File: src/rtl/core/u8u16_pkg.sv
// u8u16_pkg: shared types, constants and helpers for the UTF-8 to UTF-16 decoder.
// No dependencies; used by u8u16_decode, u8u16_out_fifo and the decoder core.
package u8u16_pkg;

    localparam logic [15:0] REPL_UNIT   = 16'hFFFD;
    localparam logic [15:0] HI_SURR     = 16'hD800;
    localparam logic [15:0] LO_SURR     = 16'hDC00;
    localparam logic [20:0] SUPP_BASE   = 21'h010000;
    localparam logic [20:0] MAX_CP      = 21'h10FFFF;
    localparam logic [20:0] MAX_1BYTE   = 21'h00007F;
    localparam logic [20:0] MAX_2BYTE   = 21'h0007FF;
    localparam logic [20:0] MAX_BMP     = 21'h00FFFF;
    localparam logic [7:0]  ASCII_CR    = 8'h0D;
    localparam logic [7:0]  ASCII_LF    = 8'h0A;
    localparam logic [7:0]  CONT_LO     = 8'h80;
    localparam logic [7:0]  CONT_HI     = 8'hBF;
    localparam logic [1:0]  MAX_RESULTS = 2'd2;
    localparam logic [2:0]  FIFO_ROOM   = 3'd2;

    typedef struct packed {
        logic [15:0] code_unit;
        logic        is_replacement;
        logic        last_of_run;
        logic        stream_done;
    } result_t;

    typedef struct packed {
        logic [1:0]        n;
        result_t [1:0]     res;
    } push_t;

    function automatic push_t push_unit(push_t p, logic [15:0] u, logic rp);
        if (p.n < MAX_RESULTS)
        begin
            p.res[p.n[0]].code_unit      = u;
            p.res[p.n[0]].is_replacement = rp;
            p.res[p.n[0]].last_of_run    = 1'b0;
            p.res[p.n[0]].stream_done    = 1'b0;
            p.n = p.n + 2'd1;
        end
        return p;
    endfunction

endpackage

File: src/rtl/core/u8u16_decode.sv
// u8u16_decode: sequence state and the per-byte decode into up to two code units.
// Depends on u8u16_pkg.
module u8u16_decode (
    input  logic                clk,
    input  logic                rst_n,
    input  logic                fire,
    input  logic [7:0]          in_byte,
    input  logic                end_of_text,
    input  logic                collapse_crlf,
    output u8u16_pkg::push_t    push
);

    logic [20:0] acc_reg, acc_next;
    logic [1:0]  rem_reg, rem_next;
    logic [1:0]  len_reg, len_next;
    logic        crp_reg, crp_next;

    u8u16_pkg::push_t p;
    logic             do_decode;
    logic [20:0]      v;
    logic [20:0]      d;
    logic [20:0]      cont_bits;
    logic [1:0]       nm1;

    always_comb
    begin
        acc_next  = acc_reg;
        rem_next  = rem_reg;
        len_next  = len_reg;
        crp_next  = crp_reg;
        p         = '0;
        do_decode = 1'b1;
        v         = '0;
        d         = '0;
        cont_bits = '0;
        nm1       = '0;

        if (crp_reg)
        begin
            crp_next = 1'b0;
            if (in_byte == u8u16_pkg::ASCII_LF)
            begin
                p = u8u16_pkg::push_unit(p, {8'h00, u8u16_pkg::ASCII_LF}, 1'b0);
                do_decode = 1'b0;
            end
            else
            begin
                p = u8u16_pkg::push_unit(p, {8'h00, u8u16_pkg::ASCII_CR}, 1'b0);
            end
        end

        if (do_decode)
        begin
            if (rem_reg != 2'd0)
            begin
                if (in_byte >= u8u16_pkg::CONT_LO && in_byte <= u8u16_pkg::CONT_HI)
                begin
                    case (rem_reg)
                        2'd1:    cont_bits = {15'b0, in_byte[5:0]};
                        2'd2:    cont_bits = {9'b0, in_byte[5:0], 6'b0};
                        default: cont_bits = {3'b0, in_byte[5:0], 12'b0};
                    endcase
                    acc_next = acc_reg | cont_bits;
                    rem_next = rem_reg - 2'd1;
                    if (rem_next == 2'd0)
                    begin
                        v = acc_next;
                        d = v - u8u16_pkg::SUPP_BASE;
                        case (len_reg)
                            2'd1:
                            begin
                                if (v <= u8u16_pkg::MAX_1BYTE)
                                    p = u8u16_pkg::push_unit(p, u8u16_pkg::REPL_UNIT, 1'b1);
                                else
                                    p = u8u16_pkg::push_unit(p, v[15:0], 1'b0);
                            end
                            2'd2:
                            begin
                                if (v <= u8u16_pkg::MAX_2BYTE)
                                    p = u8u16_pkg::push_unit(p, u8u16_pkg::REPL_UNIT, 1'b1);
                                else
                                    p = u8u16_pkg::push_unit(p, v[15:0], 1'b0);
                            end
                            default:
                            begin
                                if (v <= u8u16_pkg::MAX_BMP || v > u8u16_pkg::MAX_CP)
                                    p = u8u16_pkg::push_unit(p, u8u16_pkg::REPL_UNIT, 1'b1);
                                else
                                begin
                                    p = u8u16_pkg::push_unit(p,
                                        u8u16_pkg::HI_SURR + {6'b0, d[19:10]}, 1'b0);
                                    p = u8u16_pkg::push_unit(p,
                                        u8u16_pkg::LO_SURR + {6'b0, d[9:0]}, 1'b0);
                                end
                            end
                        endcase
                        acc_next = '0;
                        len_next = 2'd0;
                    end
                end
                else
                begin
                    p = u8u16_pkg::push_unit(p, u8u16_pkg::REPL_UNIT, 1'b1);
                    acc_next = '0;
                    rem_next = 2'd0;
                    len_next = 2'd0;
                end
            end
            else
            begin
                case (in_byte) inside
                    [8'h00:8'h7F]:
                    begin
                        if (in_byte == u8u16_pkg::ASCII_CR && collapse_crlf)
                            crp_next = 1'b1;
                        else
                            p = u8u16_pkg::push_unit(p, {8'h00, in_byte}, 1'b0);
                    end
                    [8'hC0:8'hDF]:
                    begin
                        acc_next = {10'b0, in_byte[4:0], 6'b0};
                        rem_next = 2'd1;
                        len_next = 2'd1;
                    end
                    [8'hE0:8'hEF]:
                    begin
                        acc_next = {5'b0, in_byte[3:0], 12'b0};
                        rem_next = 2'd2;
                        len_next = 2'd2;
                    end
                    [8'hF0:8'hF7]:
                    begin
                        acc_next = {in_byte[2:0], 18'b0};
                        rem_next = 2'd3;
                        len_next = 2'd3;
                    end
                    default:
                        p = u8u16_pkg::push_unit(p, u8u16_pkg::REPL_UNIT, 1'b1);
                endcase
            end
        end

        if (end_of_text)
        begin
            if (rem_next != 2'd0)
                p = u8u16_pkg::push_unit(p, u8u16_pkg::REPL_UNIT, 1'b1);
            if (crp_next)
                p = u8u16_pkg::push_unit(p, {8'h00, u8u16_pkg::ASCII_CR}, 1'b0);
            acc_next = '0;
            rem_next = 2'd0;
            len_next = 2'd0;
            crp_next = 1'b0;
        end

        if (p.n != 2'd0)
        begin
            nm1 = p.n - 2'd1;
            p.res[nm1[0]].last_of_run = 1'b1;
            p.res[nm1[0]].stream_done = end_of_text;
        end
    end

    assign push = p;

    always_ff @(posedge clk or negedge rst_n)
    begin
        if (!rst_n)
        begin
            acc_reg <= '0;
            rem_reg <= '0;
            len_reg <= '0;
            crp_reg <= 1'b0;
        end
        else if (fire)
        begin
            acc_reg <= acc_next;
            rem_reg <= rem_next;
            len_reg <= len_next;
            crp_reg <= crp_next;
        end
    end

endmodule

File: src/rtl/core/u8u16_out_fifo.sv
// u8u16_out_fifo: four-entry result queue, up to two writes and one read per cycle.
// Depends on u8u16_pkg.
module u8u16_out_fifo (
    input  logic                clk,
    input  logic                rst_n,
    input  logic                push_en,
    input  u8u16_pkg::push_t    push,
    output logic                room,
    output logic                out_valid,
    input  logic                out_ready,
    output u8u16_pkg::result_t  out_res
);

    u8u16_pkg::result_t [3:0] mem_reg;
    logic [1:0] wr_ptr_reg, wr_ptr_next;
    logic [1:0] rd_ptr_reg, rd_ptr_next;
    logic [2:0] count_reg, count_next;
    logic [1:0] n_in;
    logic       pop;

    assign n_in      = push_en ? push.n : 2'd0;
    assign out_valid = (count_reg != 3'd0);
    assign pop       = out_valid && out_ready;
    assign room      = (count_reg <= u8u16_pkg::FIFO_ROOM);
    assign out_res   = mem_reg[rd_ptr_reg];

    always_comb
    begin
        wr_ptr_next = wr_ptr_reg + n_in;
        rd_ptr_next = rd_ptr_reg + {1'b0, pop};
        count_next  = count_reg + {1'b0, n_in} - {2'b0, pop};
    end

    always_ff @(posedge clk)
    begin
        if (n_in != 2'd0)
            mem_reg[wr_ptr_reg] <= push.res[0];
        if (n_in == 2'd2)
            mem_reg[wr_ptr_reg + 2'd1] <= push.res[1];
    end

    always_ff @(posedge clk or negedge rst_n)
    begin
        if (!rst_n)
        begin
            wr_ptr_reg <= '0;
            rd_ptr_reg <= '0;
            count_reg  <= '0;
        end
        else
        begin
            wr_ptr_reg <= wr_ptr_next;
            rd_ptr_reg <= rd_ptr_next;
            count_reg  <= count_next;
        end
    end

endmodule

File: src/rtl/core/utf8_to_utf16_crlf_decoder_core.sv
// Decodes a UTF-8 byte stream (s_tdata[7:0], s_tlast = end of text) into UTF-16 code
// units, one byte transfer per cycle while the four-entry result queue has room; a byte
// waits in the stage-1 register until the queue has room, then its results enter the queue,
// whose head is presented. Each byte gives zero to two units; the output moves one unit
// per cycle while m_tready is high, so the sustained rate is one byte per cycle while bytes
// give at most one unit each and follows the unit count otherwise. Invalid input
// gives U+FFFD with m_tuser[0] set; cfg_wr_en/cfg_wr_data write collapse_crlf (reset 1).
// Depends on u8u16_pkg, u8u16_decode, u8u16_out_fifo.
module utf8_to_utf16_crlf_decoder_core (
    input  logic        clk,
    input  logic        rst_n,
    input  logic        cfg_wr_en,
    input  logic        cfg_wr_data,
    input  logic        s_tvalid,
    output logic        s_tready,
    input  logic [7:0]  s_tdata,   // [7:0] in_byte
    input  logic        s_tlast,   // end_of_text
    output logic        m_tvalid,
    input  logic        m_tready,
    output logic [15:0] m_tdata,   // [15:0] code_unit
    output logic        m_tlast,   // last_of_run
    output logic [1:0]  m_tuser    // [0] is_replacement, [1] stream_done
);

    logic       collapse_reg;
    logic       s1_valid_reg;
    logic [7:0] s1_byte_reg;
    logic       s1_eot_reg;
    logic       room;
    logic       fire;

    u8u16_pkg::push_t   push;
    u8u16_pkg::result_t out_res;

    assign fire     = s1_valid_reg && room;
    assign s_tready = !s1_valid_reg || fire;

    always_ff @(posedge clk or negedge rst_n)
    begin
        if (!rst_n)
        begin
            collapse_reg <= 1'b1;
            s1_valid_reg <= 1'b0;
        end
        else
        begin
            if (cfg_wr_en)
                collapse_reg <= cfg_wr_data;
            if (s_tready)
                s1_valid_reg <= s_tvalid;
        end
    end

    always_ff @(posedge clk)
    begin
        if (s_tvalid && s_tready)
        begin
            s1_byte_reg <= s_tdata;
            s1_eot_reg  <= s_tlast;
        end
    end

    u8u16_decode u_decode (
        .clk           (clk),
        .rst_n         (rst_n),
        .fire          (fire),
        .in_byte       (s1_byte_reg),
        .end_of_text   (s1_eot_reg),
        .collapse_crlf (collapse_reg),
        .push          (push)
    );

    u8u16_out_fifo u_fifo (
        .clk       (clk),
        .rst_n     (rst_n),
        .push_en   (fire),
        .push      (push),
        .room      (room),
        .out_valid (m_tvalid),
        .out_ready (m_tready),
        .out_res   (out_res)
    );

    assign m_tdata = out_res.code_unit;
    assign m_tlast = out_res.last_of_run;
    assign m_tuser = {out_res.stream_done, out_res.is_replacement};

endmodule

File: config.mk
export PLATFORM = sky130hd
export DESIGN_NAME = utf8_to_utf16_crlf_decoder_core
export DESIGN_NICKNAME = d
export VERILOG_FILES = /design/src/rtl/core/u8u16_pkg.sv /design/src/rtl/core/u8u16_decode.sv /design/src/rtl/core/u8u16_out_fifo.sv /design/src/rtl/core/utf8_to_utf16_crlf_decoder_core.sv
export SDC_FILE = /design/constraint.sdc
export NUM_CORES = 1
export LEC_CHECK = 0
export BUFFER_PORTS_ARGS = -buffer_cell sky130_fd_sc_hd__buf_2
export CAP_MARGIN = 15
export CORE_MARGIN = 2
export CORE_UTILIZATION = 45
export CTS_BUF_LIST = sky130_fd_sc_hd__clkbuf_4 sky130_fd_sc_hd__clkbuf_8
export DETAILED_ROUTE_END_ITERATION = 12
export PLACE_DENSITY = 0.68
export SLEW_MARGIN = 20
export SYNTH_ARGS = -nofsm -noshare
export SYNTH_HDL_FRONTEND = slang
export SYNTH_HIERARCHICAL = 1
export SYNTH_SLANG_ARGS = --single-unit
File: constraint.sdc
create_clock -name clk -period 12.4 [get_ports clk]
set_input_delay 2.48 -clock clk [delete_from_list [all_inputs] [get_ports clk]]
set_output_delay 2.48 -clock clk [all_outputs]
set_load 0.02 [all_outputs]
==> impl_metrics.json <==
{
  "status": "completed",
  "cts_sinks": 120,
  "worstSetupPathType": "flop to flop",
  "first_global_vias": 7732,
  "setup_viol": 0,
  "syn_nets": 1092,
  "cts_buffers": 17,
  "num_io_pins": 36,
  "hold_path_class": "flop to flop",
  "finalHoldViolations": 0,
  "syn-instance-count": 1055,
  "drive_gt1_share_pct": 13.0,
  "synth_edf_count": 9,
  "nNetsFinal": 1062,
  "fin_area_sq_um": 9270,
  "synth_cell_types": 95,
  "cts_resized": 0,
  "crit_buf_inv": 3,
  "post_cts_buffers": 0,
  "end_kind": "flop",
  "final_util_pct": 49.2,
  "hpwl_mm": 18.9,
  "final.setup.tns_ns": 0,
  "drtIter0Drc": 1208,
  "synthTopCellsByArea": "dfxtp_1 17%, dfrtp_1 9.8%, o21ai_0 5.5%, mux4_2 4.9%, o32a_1 4.4%",
  "grt_pass1_wl_mm": 43.3,
  "cp_data_arrival_time_ns": 8.00,
  "synth_top_area_cell": "dfxtp_1",
  "hold_depth": 2,
  "largest_reg_flops": 76,
  "place.gp.congestion": 1.03,
  "holdBufCountCts": 0,
  "max_freq_ghz": 0.131,
  "syn_avg_cell_area_sq_um": 8.26,
  "syn2layout_area_growth_pct": 6.38,
  "cts_tree": "yes",
  "antenna_found_initial": 0,
  "grt_max_degree": 115,
  "critPathLaunchType": "flop",
  "die_x_um": 143,
  "drcViolationCount": 0,
  "clock_latency_ns": 0.46,
  "synth_top_area_share_pct": 17.5,
  "port_buffers": 35,
  "whs_ns": 0.476,
  "synth_flop_cell": "dfxtp_1",
  "wl_mm": 27.7,
  "max-cap-violations": 0,
  "grt_overflow_total": 0,
  "synth_seq_cells": 120,
  "die_area_sq_um": 20500,
  "p_leak_nw": 3.44,
  "slowest_stage": "or2_1",
  "path_cells": "inv_1 > ha_1 > nor2b_1 > nor2_1 > ha_1 > or3b_2 > nor4_1 > mux2_1 > o211a_2 > inv_2 > ha_1 > nand2b_1 > o21a_1 > o21ai_0 > nand3_1 > ha_1 > and3_1 > o22ai_1 > o31ai_1 > a22o_1 > nand3b_1 > buf_4 > or2_1 > a2bb2oi_1",
  "core-area_sq_um": 18800,
  "rsz0062_at_grt": "false",
  "num_vias": 8619,
  "die_y_um": 143,
  "cp_common_cell": "ha_1",
  "fin_crit_ns": 7.62,
  "pwr_density_cell_nw_per_um2": 324,
  "cp_top_family": "simple AND/OR/NAND/NOR gates",
  "critPathMaxStageDelay_ns": 0.80,
  "finalClockSkew_ns": 0.0146,
  "slew_viol_final": 0,
  "cts-root-buf": "clkbuf_8",
  "yosys_warnings": 6,
  "fillCellCount": 1820,
  "initial_utilization_pct": 46.3,
  "r2r_cells": 24,
  "cp.required_ns": 12.78,
  "antennaDiodeCount": 0,
  "ctsLongestPathBuffers": 2,
  "vias_per_cell": 6.64,
  "syn-cell-area_sq_um": 8710,
  "drt_pre_antenna_iters": 6,
  "row_count": 50,
  "crit_fanout": 80,
  "total_power_w": 0.00300,
  "synthArstFlopShare_pct": 29.2,
  "tightest_slew_ns": 1.07,
  "cts.clk_slew.worst_paths_ns": 0.09,
  "wl_per_cell_um": 21.4,
  "detailed_place.area_sq_um": 8860,
  "maxSlewHeadroom_pct": 28.8,
  "grt.total_usage_pct": 27.0,
  "yosysSeqAreaShare_pct": 30.6,
  "vdd.ir_drop.worst_mv": 0.136,
  "cp_num_cells": 24,
  "ant_nets": 0,
  "post-route-period-util_pct": 61.4,
  "htreeDepth": 4
}
-- cell usage in the layout (no fill, tap or decap), drive strengths merged, types with 7 or more instances in the layout --
cell type  count
nand2        102
dfrtp         34
buf           45
nor3          59
o32a          38
a21oi         49
o31ai          8
ha            21
and2          11
or2           14
inv           48
a211oi         7
edfxtp         9
dfxtp         76
nand3         14
nand4         10
a31oi         49
nor2b         12
o21ai        113
o221ai        13
a21o           7
nand2b        14
clkbuf        18
mux4          19
or3           26
o21a           9
a2bb2oi       39
nor2          54
-- metal layers --
layer / wire (um) / GRT usage [%] / vias to the layer above
met3: 2270 / 5.06 / 76
met5: 0 / 0 / -
met1: 11900 / 37.0 / 4126
li1: - / - / 3969
met2: 12600 / 41.8 / 448
met4: 959 / 11.2 / 0
-- synthesized netlist by cell type, types with 5 or more instances --
cell type	count
a2bb2oi_1	39
inv_1	39
dfrtp_1	34
ha_1	21
a31oi_1	49
o22ai_1	6
a21oi_1	49
and3_1	6
nor2b_1	12
nand2b_1	13
edfxtp_1	9
or2_2	7
nand3_1	13
a21o_1	7
nor2_1	54
xnor2_1	6
or2_1	6
dfxtp_1	76
nor3_1	57
o221ai_1	13
buf_2	31
o32a_1	38
buf_6	6
o21a_1	9
a211oi_1	6
and2_1	9
o211ai_1	5
nand2_1	101
nand4_1	9
or3_1	26
and4_1	5
o31ai_1	8
o21ai_0	96
clkbuf_1	51
mux4_2	19
o21ai_1	16
-- path summary, 6_finish.rpt --
| path | slack, ns | startpoint | to |
|---|---|---|---|
| max | 4.78 | u_decode/rem_reg[0] | u_fifo/mem_reg[54] |
| min | 0.48 | u_fifo/mem_reg[25] | u_fifo/mem_reg[25] |
| max reg2reg | 4.78 | u_decode/rem_reg[0] | u_fifo/mem_reg[54] |
| min reg2reg | 0.48 | u_fifo/mem_reg[25] | u_fifo/mem_reg[25] |
| max in group asynchronous | 9.80 | rst_n | u_decode/acc_reg[8] |
| min in group asynchronous | 2.09 | rst_n | u_fifo/rd_ptr_reg[0] |
-- layout make-up --
type | instances | area, sq um | share of cell area [%]
flip-flops and latches | 120 | 2670 | 28.8
clock buffers | 18 | 248 | 2.67
inverters | 42 | 158 | 1.70
multi-input cells | 799 | 5450 | 58.8
clock inverters | 14 | 164 | 1.77
repair buffers | 45 | 250 | 2.70
well taps | 260 | 325 | 3.51
-- kinds of logic (layout without fill, tap and decap cells) --
family / Yosys count / after routing / synth area share [%]
AND/OR/NAND/NOR: 354 / 354 / 21.5
XOR/XNOR: 8 / 8 / 0.804
flip-flops: 120 / 120 / 30.6
AO/OA/AOI/OAI: 394 / 394 / 31.7
buffers and inverters: 136 / 119 / 6.91
multiplexers: 21 / 21 / 5.21
adder cells (fa/ha/maj): 22 / 22 / 3.25
-- power breakdown --
group,leakage (nW),switching (W),internal [W]
clock network,0.204,0.000192,0.000189
logic,2.07,0.00122,0.000676
registers,1.17,0.000146,0.000572
total,3.44,0.00156,0.00144
-- per-stage QoR --
step                setup WS [ns]  instances
floorplan                    6.01       1055
global placement             5.33       1266
detailed placement           5.01       1266
CTS                          4.94       1298
global route                 4.29       1298
finish                       4.78       1298
-- worst reg2reg max path: stages (launching register included) --
cell       delay, ns
dfrtp_1         0.47
inv_1           0.13
ha_1            0.57
nor2b_1         0.13
nor2_1          0.25
ha_1            0.28
or3b_2          0.47
nor4_1          0.21
mux2_1          0.18
o211a_2         0.27
inv_2           0.17
ha_1            0.24
nand2b_1        0.17
o21a_1          0.14
o21ai_0         0.37
nand3_1         0.41
ha_1            0.47
and3_1          0.16
o22ai_1         0.08
o31ai_1         0.08
a22o_1          0.42
nand3b_1        0.17
buf_4           0.66
or2_1           0.83
a2bb2oi_1       0.23
Note: power is estimated with default switching activity, not from simulation.
